File: src/design/hec_pkg.sv
// ---------------------------------------------------------------------------
// hec_pkg: shared types, constants and functions
// Widths, register map, function codes and the constant helpers that lay out
// data bits and parity groups of the variable-size Hamming code.
// ---------------------------------------------------------------------------
package hec_pkg;

    localparam int MAX_DATA = 57;
    localparam int DATA_W   = 57;
    localparam int WORD_W   = 63;
    localparam int POS_W    = 6;
    localparam int CHK_W    = 3;

    localparam logic [POS_W-1:0] DATA_LEN_RESET = 6'd4;

    // APB register file
    localparam int PADDR_W = 3;
    localparam int PDATA_W = 32;

    // stream payload widths
    localparam int IN_TDATA_W  = 120;
    localparam int OUT_FIELD_W = 76;
    localparam int OUT_TDATA_W = 80;
    localparam int OUT_PAD_W   = OUT_TDATA_W - OUT_FIELD_W;

    typedef enum logic [0:0] {
        REG_DATA_LEN = 1'b0
    } reg_idx_t;

    typedef enum logic [0:0] {
        FUNC_ENCODE = 1'b0,
        FUNC_CHECK  = 1'b1
    } func_t;

    typedef struct packed {
        logic [POS_W-1:0] eff_len;
        logic [POS_W-1:0] code_len;
    } cfg_t;

    // least m with 2^m >= n + m + 1, for n in 1..57
    function automatic logic [CHK_W-1:0] check_bits(input logic [POS_W-1:0] n);
        logic [CHK_W-1:0] m;
        if (n <= 6'd1)
        begin
            m = 3'd2;
        end
        else if (n <= 6'd4)
        begin
            m = 3'd3;
        end
        else if (n <= 6'd11)
        begin
            m = 3'd4;
        end
        else if (n <= 6'd26)
        begin
            m = 3'd5;
        end
        else
        begin
            m = 3'd6;
        end
        return m;
    endfunction

    function automatic bit is_pow2(input int p);
        return (p != 0) && ((p & (p - 1)) == 0);
    endfunction

    // data bit index held at a non-power-of-two position p
    function automatic int data_index(input int p);
        int n_pow;
        n_pow = 0;
        for (int q = 1; q <= p; q = q * 2)
        begin
            n_pow = n_pow + 1;
        end
        return p - n_pow - 1;
    endfunction

    // positions that take part in syndrome bit b
    function automatic logic [WORD_W-1:0] syn_mask(input int b);
        logic [WORD_W-1:0] mask;
        mask = '0;
        for (int p = 1; p <= WORD_W; p++)
        begin
            mask[p-1] = ((p >> b) & 1) != 0;
        end
        return mask;
    endfunction

endpackage

File: src/design/hec_cfg_regs.sv
// ---------------------------------------------------------------------------
// hec_cfg_regs: APB configuration register
// Holds the data length register and derives the clamped data length and the
// codeword length from it.
// ---------------------------------------------------------------------------
module hec_cfg_regs (
    input  logic                        clk,
    input  logic                        rst_n,
    input  logic                        psel,
    input  logic                        penable,
    input  logic                        pwrite,
    input  logic [hec_pkg::PADDR_W-1:0] paddr,
    input  logic [hec_pkg::PDATA_W-1:0] pwdata,
    output logic [hec_pkg::PDATA_W-1:0] prdata,
    output hec_pkg::cfg_t               cfg
);

    logic [hec_pkg::POS_W-1:0] data_len_reg;
    logic [hec_pkg::POS_W-1:0] data_len_next;
    logic [hec_pkg::POS_W-1:0] eff_len;
    logic                      wr_en;
    logic                      sel_data_len;

    assign wr_en = psel & penable & pwrite;

    always_comb
    begin
        unique case (paddr[hec_pkg::PADDR_W-1])
            hec_pkg::REG_DATA_LEN: sel_data_len = 1'b1;
            default:               sel_data_len = 1'b0;
        endcase
    end

    always_comb
    begin
        data_len_next = data_len_reg;
        if (wr_en && sel_data_len)
        begin
            data_len_next = pwdata[hec_pkg::POS_W-1:0];
        end
    end

    always_ff @(posedge clk or negedge rst_n)
    begin
        if (!rst_n)
        begin
            data_len_reg <= hec_pkg::DATA_LEN_RESET;
        end
        else
        begin
            data_len_reg <= data_len_next;
        end
    end

    assign prdata = sel_data_len
                  ? {{(hec_pkg::PDATA_W - hec_pkg::POS_W){1'b0}}, data_len_reg}
                  : '0;

    // clamp zero up to one and saturate above the largest data length
    always_comb
    begin
        if (data_len_reg == '0)
        begin
            eff_len = hec_pkg::POS_W'(1);
        end
        else if (data_len_reg > hec_pkg::POS_W'(hec_pkg::MAX_DATA))
        begin
            eff_len = hec_pkg::POS_W'(hec_pkg::MAX_DATA);
        end
        else
        begin
            eff_len = data_len_reg;
        end
    end

    assign cfg.eff_len  = eff_len;
    assign cfg.code_len = eff_len
                        + {{(hec_pkg::POS_W - hec_pkg::CHK_W){1'b0}},
                           hec_pkg::check_bits(eff_len)};

endmodule

File: src/design/hec_syndrome.sv
// ---------------------------------------------------------------------------
// hec_syndrome: syndrome XOR network
// XORs the positions of all set bits of a 63-bit word.
// ---------------------------------------------------------------------------
module hec_syndrome (
    input  logic [hec_pkg::WORD_W-1:0] word,
    output logic [hec_pkg::POS_W-1:0]  syn
);

    for (genvar b = 0; b < hec_pkg::POS_W; b++)
    begin : g_syn
        assign syn[b] = ^(word & hec_pkg::syn_mask(b));
    end

endmodule

File: src/design/hec_codec.sv
// ---------------------------------------------------------------------------
// hec_codec: encode and check datapath
// Scatters data bits over the non-power-of-two positions, or masks a received
// word to the codeword length, and runs both through one syndrome network.
// ---------------------------------------------------------------------------
module hec_codec (
    input  logic                        func,
    input  logic [hec_pkg::DATA_W-1:0]  data_bits,
    input  logic [hec_pkg::WORD_W-1:0]  received_word,
    input  hec_pkg::cfg_t               cfg,
    output logic [hec_pkg::WORD_W-1:0]  code_word,
    output logic                        error_found,
    output logic [hec_pkg::POS_W-1:0]   error_position
);

    logic [hec_pkg::DATA_W-1:0] data_mask;
    logic [hec_pkg::DATA_W-1:0] data_used;
    logic [hec_pkg::WORD_W-1:0] len_mask;
    logic [hec_pkg::WORD_W-1:0] scat;
    logic [hec_pkg::WORD_W-1:0] parity_bits;
    logic [hec_pkg::WORD_W-1:0] syn_in;
    logic [hec_pkg::POS_W-1:0]  syn;
    logic                       is_check;

    assign is_check = (func == hec_pkg::FUNC_CHECK);

    always_comb
    begin
        for (int k = 0; k < hec_pkg::DATA_W; k++)
        begin
            data_mask[k] = hec_pkg::POS_W'(k) < cfg.eff_len;
        end
        for (int p = 0; p < hec_pkg::WORD_W; p++)
        begin
            len_mask[p] = hec_pkg::POS_W'(p) < cfg.code_len;
        end
    end

    assign data_used = data_bits & data_mask;

    // data bit k lands at the k-th position that is not a power of two
    for (genvar p = 1; p <= hec_pkg::WORD_W; p++)
    begin : g_scat
        if (hec_pkg::is_pow2(p))
        begin : g_chk
            assign scat[p-1] = 1'b0;
        end
        else
        begin : g_dat
            assign scat[p-1] = data_used[hec_pkg::data_index(p)];
        end
    end

    assign syn_in = is_check ? (received_word & len_mask) : scat;

    hec_syndrome u_syndrome (
        .word (syn_in),
        .syn  (syn)
    );

    always_comb
    begin
        parity_bits = '0;
        for (int i = 0; i < hec_pkg::POS_W; i++)
        begin
            parity_bits[(1 << i) - 1] = syn[i];
        end
    end

    always_comb
    begin
        if (is_check)
        begin
            code_word      = '0;
            error_found    = |syn;
            error_position = syn;
        end
        else
        begin
            code_word      = scat | parity_bits;
            error_found    = 1'b0;
            error_position = '0;
        end
    end

endmodule

File: src/design/hamming_encode_and_check_core.sv
// ---------------------------------------------------------------------------
// hamming_encode_and_check_core: variable-size Hamming encoder and checker
// Encodes data words into even-parity Hamming codewords or computes the
// syndrome of received words, with the data length set over APB.
// ---------------------------------------------------------------------------
// The core takes one transaction per clock cycle while the output side is
// not stalled and returns exactly one result transaction for each: an input
// register captures the transaction, one XOR network of at most 63 inputs per
// syndrome bit (shared by encode and check) evaluates it, and an output
// register holds the result. The data length register (address 0, reset 4)
// is clamped to 1..57; the codeword length is n plus the least m with
// 2^m >= n + m + 1. Write the register only while no transaction is in
// flight. In encode mode (tuser = 0) the result carries the codeword with
// data bit 0 at position 3 and bit p-1 holding position p;
// in check mode (tuser = 1) it carries the syndrome, which is the position of
// a single flipped bit, and a flag that is set when the syndrome is nonzero.
// ---------------------------------------------------------------------------
module hamming_encode_and_check_core (
    input  logic                            clk,
    input  logic                            rst_n,

    // configuration port
    input  logic                            psel,
    input  logic                            penable,
    input  logic                            pwrite,
    input  logic [hec_pkg::PADDR_W-1:0]     paddr,
    input  logic [hec_pkg::PDATA_W-1:0]     pwdata,
    output logic [hec_pkg::PDATA_W-1:0]     prdata,
    output logic                            pready,

    // input stream
    input  logic                            s_tvalid,
    output logic                            s_tready,
    // [56:0] data_bits, [119:57] received_word
    input  logic [hec_pkg::IN_TDATA_W-1:0]  s_tdata,
    // [0] func
    input  logic [0:0]                      s_tuser,

    // result stream
    output logic                            m_tvalid,
    input  logic                            m_tready,
    // [62:0] code_word, [68:63] code_len, [69] error_found,
    // [75:70] error_position, [79:76] zero
    output logic [hec_pkg::OUT_TDATA_W-1:0] m_tdata
);

    localparam int RX_LSB = hec_pkg::DATA_W;
    localparam int RX_MSB = hec_pkg::DATA_W + hec_pkg::WORD_W - 1;

    hec_pkg::cfg_t cfg;

    // input register stage
    logic                             in_valid_reg;
    logic                             in_valid_next;
    logic                             func_reg;
    logic [hec_pkg::DATA_W-1:0]       data_reg;
    logic [hec_pkg::WORD_W-1:0]       rx_reg;

    // result register stage
    logic                             out_valid_reg;
    logic                             out_valid_next;
    logic [hec_pkg::WORD_W-1:0]       code_word_reg;
    logic [hec_pkg::POS_W-1:0]        code_len_reg;
    logic                             error_found_reg;
    logic [hec_pkg::POS_W-1:0]        error_position_reg;

    // datapath results
    logic [hec_pkg::WORD_W-1:0]       code_word;
    logic                             error_found;
    logic [hec_pkg::POS_W-1:0]        error_position;

    logic                             in_take;
    logic                             out_load;

    assign pready = 1'b1;

    hec_cfg_regs u_cfg_regs (
        .clk     (clk),
        .rst_n   (rst_n),
        .psel    (psel),
        .penable (penable),
        .pwrite  (pwrite),
        .paddr   (paddr),
        .pwdata  (pwdata),
        .prdata  (prdata),
        .cfg     (cfg)
    );

    // Advance the held transaction into the result register whenever that
    // register is empty or its content is taken in the same cycle; accept a
    // new transaction whenever the input register is empty or advancing.
    assign out_load = in_valid_reg && (!out_valid_reg || m_tready);
    assign s_tready = !in_valid_reg || out_load;
    assign in_take  = s_tvalid && s_tready;

    always_comb
    begin
        in_valid_next = in_valid_reg;
        if (in_take)
        begin
            in_valid_next = 1'b1;
        end
        else if (out_load)
        begin
            in_valid_next = 1'b0;
        end
    end

    always_comb
    begin
        out_valid_next = out_valid_reg;
        if (out_load)
        begin
            out_valid_next = 1'b1;
        end
        else if (m_tready)
        begin
            out_valid_next = 1'b0;
        end
    end

    always_ff @(posedge clk or negedge rst_n)
    begin
        if (!rst_n)
        begin
            in_valid_reg  <= 1'b0;
            out_valid_reg <= 1'b0;
        end
        else
        begin
            in_valid_reg  <= in_valid_next;
            out_valid_reg <= out_valid_next;
        end
    end

    // Capture the payload on acceptance; hold it while stalled.
    always_ff @(posedge clk)
    begin
        if (in_take)
        begin
            func_reg <= s_tuser[0];
            data_reg <= s_tdata[hec_pkg::DATA_W-1:0];
            rx_reg   <= s_tdata[RX_MSB:RX_LSB];
        end
    end

    hec_codec u_codec (
        .func           (func_reg),
        .data_bits      (data_reg),
        .received_word  (rx_reg),
        .cfg            (cfg),
        .code_word      (code_word),
        .error_found    (error_found),
        .error_position (error_position)
    );

    // Load the result register; hold it until the transaction is taken.
    always_ff @(posedge clk)
    begin
        if (out_load)
        begin
            code_word_reg      <= code_word;
            code_len_reg       <= cfg.code_len;
            error_found_reg    <= error_found;
            error_position_reg <= error_position;
        end
    end

    assign m_tvalid = out_valid_reg;
    assign m_tdata  = {{hec_pkg::OUT_PAD_W{1'b0}}, error_position_reg, error_found_reg,
                       code_len_reg, code_word_reg};

    // ---------------------------------------------------------------------
    // Assertions
    // ---------------------------------------------------------------------

    // a nonzero codeword only comes from encoding, which reports no error
    a_encode_no_error: assert property (@(posedge clk) disable iff (!rst_n)
        (out_valid_reg && code_word_reg != '0) |->
            (!error_found_reg && error_position_reg == '0))
        else $error("encode result carries error fields");

    a_flag_matches_syndrome: assert property (@(posedge clk) disable iff (!rst_n)
        out_valid_reg |-> (error_found_reg == (error_position_reg != '0)))
        else $error("error flag disagrees with syndrome");

    a_code_len_range: assert property (@(posedge clk) disable iff (!rst_n)
        out_valid_reg |-> (code_len_reg >= hec_pkg::POS_W'(3)))
        else $error("codeword length below minimum");

    a_advance_when_free: assert property (@(posedge clk) disable iff (!rst_n)
        (in_valid_reg && !out_valid_reg) |=> out_valid_reg)
        else $error("held transaction did not advance into free result register");

    a_stall_only_when_full: assert property (@(posedge clk) disable iff (!rst_n)
        !s_tready |-> (in_valid_reg && out_valid_reg && !m_tready))
        else $error("input stalled while pipeline can move");

endmodule
File: config.mk
export PLATFORM = sky130hd
export DESIGN_NAME = hamming_encode_and_check_core
export DESIGN_NICKNAME = d
export VERILOG_FILES = /design/src/design/hec_pkg.sv /design/src/design/hec_cfg_regs.sv /design/src/design/hec_syndrome.sv /design/src/design/hec_codec.sv /design/src/design/hamming_encode_and_check_core.sv
export SDC_FILE = /design/constraint.sdc
export NUM_CORES = 1
export LEC_CHECK = 0
export BUFFER_PORTS_ARGS = -buffer_cell sky130_fd_sc_hd__clkbuf_2
export CAP_MARGIN = 5
export CORE_UTILIZATION = 40
export CTS_CLUSTER_DIAMETER = 200
export DETAILED_ROUTE_END_ITERATION = 8
export PLACE_DENSITY = 0.73
export SETUP_SLACK_MARGIN = 0.3
export SYNTH_ARGS = -nofsm -noshare
export SYNTH_HDL_FRONTEND = slang
export SYNTH_SLANG_ARGS = --single-unit
File: constraint.sdc
create_clock -name clk -period 5.8 [get_ports clk]
set_clock_uncertainty 0.15 [all_clocks]
set_input_delay 1.45 -clock clk [delete_from_list [all_inputs] [get_ports clk]]
set_output_delay 1.45 -clock clk [all_outputs]
set_load 0.02 [all_outputs]
## Word level (Yosys, flattened, before mapping)

Index checks and enable logic that the tools add are counted.

- Flip-flop bits (word level): 205
- Input bits: 163
- Output and inout port bits: 115
- Word-level logic and storage cells: 171

- Add/sub/neg operators: 1
- $lt $le $gt $ge: 125
- Muxes and demuxes: 13
- Bitwise operators: 5
- Reductions and logical operators: 17

Operators by type and width:

| kind | count |
|---|---|
| XOR reduction 63 bit | 6 |
| less-than comparator 6 bit, first input constant | 56 |
| less-than comparator 5 x 6 -> 1 bit, first input constant | 32 |
| less-than comparator 4 x 6 -> 1 bit, first input constant | 16 |
| AND 63 bit | 1 |
| two-way mux 63 bit | 1 |
| bitwise OR 63 x 32 -> 63 bit | 1 |
| AND 57 bit | 1 |
| less-than comparator 3 x 6 -> 1 bit, first input constant | 8 |
| less-than comparator 1 x 6 -> 1 bit, first input constant | 4 |
| less-than comparator 2 x 6 -> 1 bit, first input constant | 4 |
| two-way mux 6 bit | 3 |
| two-way mux 3 bit | 3 |
| adder 6 x 3 -> 6 bit | 1 |
| > comparator 6 bit, second input constant | 1 |
| <= comparator 6 x 1 -> 1 bit, second input constant | 1 |
| <= comparator 6 x 3 -> 1 bit, second input constant | 1 |
| <= comparator 6 x 4 -> 1 bit, second input constant | 1 |
| <= comparator 6 x 5 -> 1 bit, second input constant | 1 |
| logical NOT 6 bit | 1 |
| OR reduction 6 bit | 1 |
| two-way mux 1 bit | 5 |
| nonzero test 2 bit | 2 |
| logical AND 1 bit | 3 |
| other kinds (4) | 7 |

## Logic depth before layout (Yosys ltp)

- Depth after elaboration: 14
- Gate-level depth with buffers: 26
- Gate-level depth less buffers: 21

## By module

From an unflattened synthesis, not the netlist that was laid out.

- Cells, all modules: 749
- Area total of the unflattened synthesis: 10291.1 sq um

By module, submodules not included:

| module | times used | cells each | area each (sq um) | seq. area each (sq um) |
|---|---|---|---|---|
| hamming_encode_and_check_core | 1 | 213 | 6072.1 | 5965.7 |
| hec_codec | 1 | 350 | 2293.4 | 0.0 |
| hec_syndrome | 1 | 93 | 1132.3 | 0.0 |
| hec_cfg_regs | 1 | 93 | 793.3 | 151.4 |

## Worst setup path before layout

OpenSTA, ideal clock, no wires.

- Path type: register to register
- Start: register u_cfg_regs.data_len_reg[2] in the netlist's numbering
- End: register error_found_reg, data pin
- Setup time: 0.259 ns
- Arrival: 4.913 ns
- Data required time: 5.391 ns
- Setup slack: 0.479 ns
- Cell stages (with the launch flop): 23
- Path buffers: 3
- Clock period less this slack: 5.321 ns
- Cells stage by stage: dfstp_2 clkbuf_1 clkbuf_1 nor3b_1 o21bai_1 a21oi_1 ha_1 inv_1 fa_1 buf_2 nand2b_2 a21boi_2 and2_2 inv_2 o41ai_1 a21bo_2 a211oi_1 a211oi_1 xor2_1 xnor3_1 xnor2_1 nand2_1 o31a_1

RTL lines:

| item | RTL line | source |
|---|---|---|
| from (decl) | hec_cfg_regs.sv:18 | `logic [hec_pkg::POS_W-1:0] data_len_reg;` |
| from (signal assigned) | hec_cfg_regs.sv:47 | `data_len_reg <= hec_pkg::DATA_LEN_RESET;` |
| from (signal assigned) | hec_cfg_regs.sv:51 | `data_len_reg <= data_len_next;` |
| to (signal assigned) | hamming_encode_and_check_core.sv:164 | `error_found_reg <= error_found;` |
| to (decl) | hamming_encode_and_check_core.sv:64 | `logic error_found_reg;` |

## Final worst setup path

- Start: register u_cfg_regs.data_len_reg[2] in the netlist's numbering
- End: register error_found_reg, data pin

- Longest elaborated chain between the ends: 14
- Elaborated cells on any way between the ends: 143
- Classes of those cells: add/sub: 1; order compare: 125; mux: 7; bitwise: 2; reduce/logical: 8

Ends and longest elaborated chain:

| item | RTL line | source |
|---|---|---|
| > comparator 6 bit | hec_cfg_regs.sv:66 | `else if (data_len_reg > hec_pkg::POS_W'(hec_pkg::MAX_DATA))` |
| two-way mux 6 bit | hec_cfg_regs.sv:66 |  |
| two-way mux 6 bit * | hec_cfg_regs.sv:62 | `if (data_len_reg == '0)` |
| <= comparator 6 x 5 -> 1 bit | hec_pkg.sv:55 | `else if (n <= 6'd26)` |
| two-way mux 2 bit | hec_pkg.sv:55 |  |
| two-way mux 3 bit | hec_pkg.sv:51 | `else if (n <= 6'd11)` |
| two-way mux 3 bit | hec_pkg.sv:47 | `else if (n <= 6'd4)` |
| two-way mux 3 bit | hec_pkg.sv:43 | `if (n <= 6'd1)` |
| adder 6 x 3 -> 6 bit | hec_cfg_regs.sv:78 | `+ {{(hec_pkg::POS_W - hec_pkg::CHK_W){1'b0}},` |
| less-than comparator 1 x 6 -> 1 bit, or another cell as far along | hec_codec.sv:35 | `len_mask[p] = hec_pkg::POS_W'(p) < cfg.code_len;` |
| AND 63 bit | hec_codec.sv:54 | `assign syn_in = is_check ? (received_word & len_mask) : scat;` |
| two-way mux 63 bit * | hec_codec.sv:54 |  |
| XOR reduction 63 bit | hec_syndrome.sv:12 | `assign syn[b] = ^(word & hec_pkg::syn_mask(b));` |
| OR reduction 6 bit * | hec_codec.sv:75 | `error_found = \|syn;` |

Every way passes the cells marked *; elsewhere a longest branch is shown, timed or not.
A chain may end at the register's enable or synchronous reset.

==> out/summary.md <==
The endpoint kind of the worst setup timing path is a register. The synthesized design contains 205 register bits. Along the worst path, the maximum fanout reaches 8.

The register-to-register setup slack is 0.46 ns, and the clock slew seen by the registers of the worst setup and hold paths is 0.06 ns. The switching part of the total power works out to 37.52%. In this run the clock root is driven by a sky130_fd_sc_hd__clkbuf_16. Of the cells placed in the final design, the portion with a size suffix greater than 1 is 40.67%. Counting instances in the post-synthesis netlist gives the leading cell types as 197 x sky130_fd_sc_hd__edfxtp_1, 70 x sky130_fd_sc_hd__xnor2_1, 57 x sky130_fd_sc_hd__nand2_1. Dividing the detail-routed via count by the number of cells gives 5.410. Worst hold path endpoint: m_tvalid. Dividing total power by cell area gives a power density of 553.9 nW/µm². In the synthesized netlist the dominant register cell turns out to be sky130_fd_sc_hd__edfxtp_1. The weighted congestion at the end of routability-driven global placement was 0.9589. Via count of the first global-routing pass: 7785. Start-to-end type of the worst setup path: reg -> reg.

By area the synthesized netlist is led by sky130_fd_sc_hd__edfxtp_1 57%, sky130_fd_sc_hd__xnor2_1 5.9%, sky130_fd_sc_hd__buf_4 2.5%, sky130_fd_sc_hd__xnor3_1 2.2%, sky130_fd_sc_hd__a21oi_1 2.1%. The cell count of the worst reg-to-reg path was 21; the total number of vias was 8082. Summed over all nets, the half-perimeter wirelength after detailed placement is 25340 µm. On the worst path, the slowest cell contributes a delay of 0.62 ns. Data on the critical path is required at its endpoint by 5.91 ns. The tools report the number of detailed-route iterations in the first pass as 5.

Setup repair after global routing left no endpoint under its margin. The tree built by TritonCTS fans out to 205 sinks. The initial utilization of the core area, before any placement, comes to 40.94%. The share of async-settable or async-resettable flops after synthesis is 3.902%. The flow ran to the end, and the final reports show no timing, DRC or antenna violations.

During synthesis, Yosys emitted a total of 0 warnings. Routed length per instance: 22.26 µm. The worst path uses 92.08% of the clock period. The sequential power share is 26.6%. The number of hold-repair buffers added at the cts stage was 0; the count of final setup violators was 0.

The wire length of the first global-routing pass was 47790 µm; the total area of sequential cells was 6122 µm². In this run the worst hold path is classified as reg -> reg. The launch instance of the worst min-delay path was in_valid_reg.

The finished cells cover 13440 µm². The final count of hold timing violations was 0; the power spent charging and discharging nets was 2.793 mW. After detailed routing, the total wire length is 33260 µm. Cell internal power was estimated by the tool at 4.652 mW.

Headroom to the max-slew limit came out at 28.75%. Counting the buffers created by CTS gives 22. In this run the deepest clock path goes through 3 buffers. The number of max-slew violations in the final report was 0.

Cell type with the highest aggregate area in the netlist: sky130_fd_sc_hd__edfxtp_1. Relative to the synthesized area, the layout overhead comes to 29.64%. The post-synthesis sequential area ratio is 59.00%, and the count of unique library cells instantiated by Yosys is 94. The initial antenna violation count is 0, and the number of buffer and inverter instances along the worst setup path is 4. The reported leakage power came out at 5.534 nW.

The data arrival time of the critical path is 5.45 ns. The synthesized design contains 197 enable-type register cells. The area occupied by multi-input gates is 4060 µm², and the transition at the pin with the smallest max-transition slack is 1.069 ns. For this block, the initial DRC count from the detailed router was 794. For the finished layout, the period the worst path requires is 5.340 ns. The die covers 26570 µm². At the later pin of the worst-skew pair, clock insertion delay measures 0.51 ns. In this design, the largest share of critical-path delay is due to XOR/XNOR gates.

Across the run, the number of max-cap violations was 0. The cell with the biggest individual delay on the critical path is sky130_fd_sc_hd__dfstp_2. The number of cells produced by synthesis is 822, and the power share of the clock group is 18.4%.

The worst hold path depth works out to 1. IR analysis of the VDD net gives a maximum drop of 541.2 µV. In this run the tool buffered the top-level ports with 218 buffer cells. Summed over its instances, the top area cell type makes up 57.05% of the synthesized netlist area. The die is 163 µm wide. STA classifies the critical path startpoint as a register. The startpoint identified for the worst register-to-register timing path is u_cfg_regs.data_len_reg[2].

A synthesized cell averages 12.61 µm². After global routing the overflow that remains totals 0. Global routing used 24.85% of the available tracks across all layers. After detailed routing, the number of remaining DRC violations is 0. Fill cells in the final layout number 2220.

The chip height was 163 µm. In the final timing run, aggregate negative setup slack is 0 ns. For the part of the total power dissipated in combinational logic, the log shows 55.0%.

The area of the mapped netlist was 10370 µm²; the instance count on the critical path was 21. The run gives 0 as the number of nets with antenna violations after detailed routing. By instance count, the leading cell after synthesis is sky130_fd_sc_hd__edfxtp_1. For this run, the post-layout net count is 1315. TritonCTS built the clock tree.

Cell type with the highest occurrence count on the critical path: sky130_fd_sc_hd__buf_4. Once layout is complete, the utilization of the core stands at 53.07%. The placeable core region came out at 25330 µm². Entering global routing, the biggest net connects 77 pins. The post-detailed-placement cell area came out at 12500 µm². Static timing analysis puts the maximum clock frequency at 187.3 MHz.

278 I/O pins were placed. Walking the worst path, the cells encountered are buf_4 -> and2_1 -> a221oi_1 -> a21oi_1 -> ha_1 -> inv_1 -> fa_2 -> buf_4 -> nor2b_4 -> buf_4 -> o21a_1 -> o211ai_1 -> nor2_2 -> a31oi_2 -> xnor2_1 -> xnor2_2 -> xnor2_2 -> xnor3_2 -> xnor2_1 -> nand2_1 -> o31a_1. After floorplanning, the core was divided into 58 placement rows. The endpoint identified for the worst register-to-register timing path is error_found_reg.

The H-tree depth was 1.
==> metrics by stage <==
step / setup slack, ns / total power [mW] / hold WS [ns] / std cells
after CTS: 0.3167 / 7.260 / 0.3445 / 1492
after global placement: 0.2887 / 5.833 / 0.3183 / 1453
after global routing: 0.2764 / 7.784 / 0.3693 / 1493
after floorplan: 0.4785 / 4.221 / 0.2990 / 851
after detailed placement: 0.2314 / 5.876 / 0.3402 / 1453
final: 0.4596 / 7.446 / 0.3374 / 1494
==> kinds of logic (layout without fill, tap and decap cells) <==
kind of cell	after synthesis	after routing	synth area share [%]
other	2	32	0.07243
xor gates and xnor gates	102	102	10.23
DFF	205	205	59.00
buffers and inverters	88	400	5.020
muxes	6	6	0.6516
and+or+nand+nor	229	229	11.60
AOI/OAI and AO/OA	185	185	12.78
adders and majority gates	5	5	0.6517
==> worst max-delay path by stage <==
stage / start / slack [ns] / endpoint
global route: u_cfg_regs.data_len_reg[2] / 0.28 / error_found_reg
finish: u_cfg_regs.data_len_reg[2] / 0.46 / error_found_reg
detailed placement: u_cfg_regs.data_len_reg[5] / 0.23 / error_found_reg
floorplan: u_cfg_regs.data_len_reg[2] / 0.48 / error_found_reg
CTS: u_cfg_regs.data_len_reg[5] / 0.32 / error_found_reg
global placement: u_cfg_regs.data_len_reg[5] / 0.29 / error_found_reg
==> cell usage in the layout, fill, tap and decap left out, drive strengths merged, types with 14 or more instances in the layout <==
cell type / Yosys / routed
clkbuf: 20 / 247
edfxtp: 197 / 197
buf: 54 / 129
xnor2: 72 / 72
nand2: 59 / 59
nor2: 45 / 45
a21oi: 45 / 45
conb: 2 / 31
o21ai: 30 / 30
a31oi: 23 / 23
nand3: 19 / 19
xor2: 19 / 19
and3: 17 / 17
and2: 16 / 16
nand2b: 14 / 14
inv: 14 / 14
==> repair_timing <==
action / in CTS / in global routing
resized for setup: 4 / 42
setup endpoints to repair: 3 / 12
buffers inserted: 0 / 1
pin swaps: 0 / 9
==> metal layers <==
metal / wire length (µm) / global-route usage (%)
met5: 0 / 0
met4: 1026 / 8.071
met3: 3167 / 4.966
met2: 15090 / 39.17
met1: 13970 / 34.32
==> cell type report <==
cell class                 count  area share [%]
sequential                   205           45.55
multi-input combinational    558           30.21
inverter                      14          0.3910
clock inverter                10          0.7819
clock buffer                  29           4.449
timing repair buffer         347           15.54
antenna                        1         0.01862
tap                          330           3.072
==> power groups by stage <==
stage / Combinational (mW) / Sequential, mW / Clock (mW)
2_1_floorplan: 2.11 / 2.11 / 0
3_3_place_gp: 3.82 / 2.01 / 0
3_5_place_dp: 3.87 / 2.01 / 0
4_1_cts: 3.88 / 1.98 / 1.39
5_1_grt: 4.34 / 1.99 / 1.45
6_report: 4.09 / 1.98 / 1.37
Power figures use the tool's default switching activity.
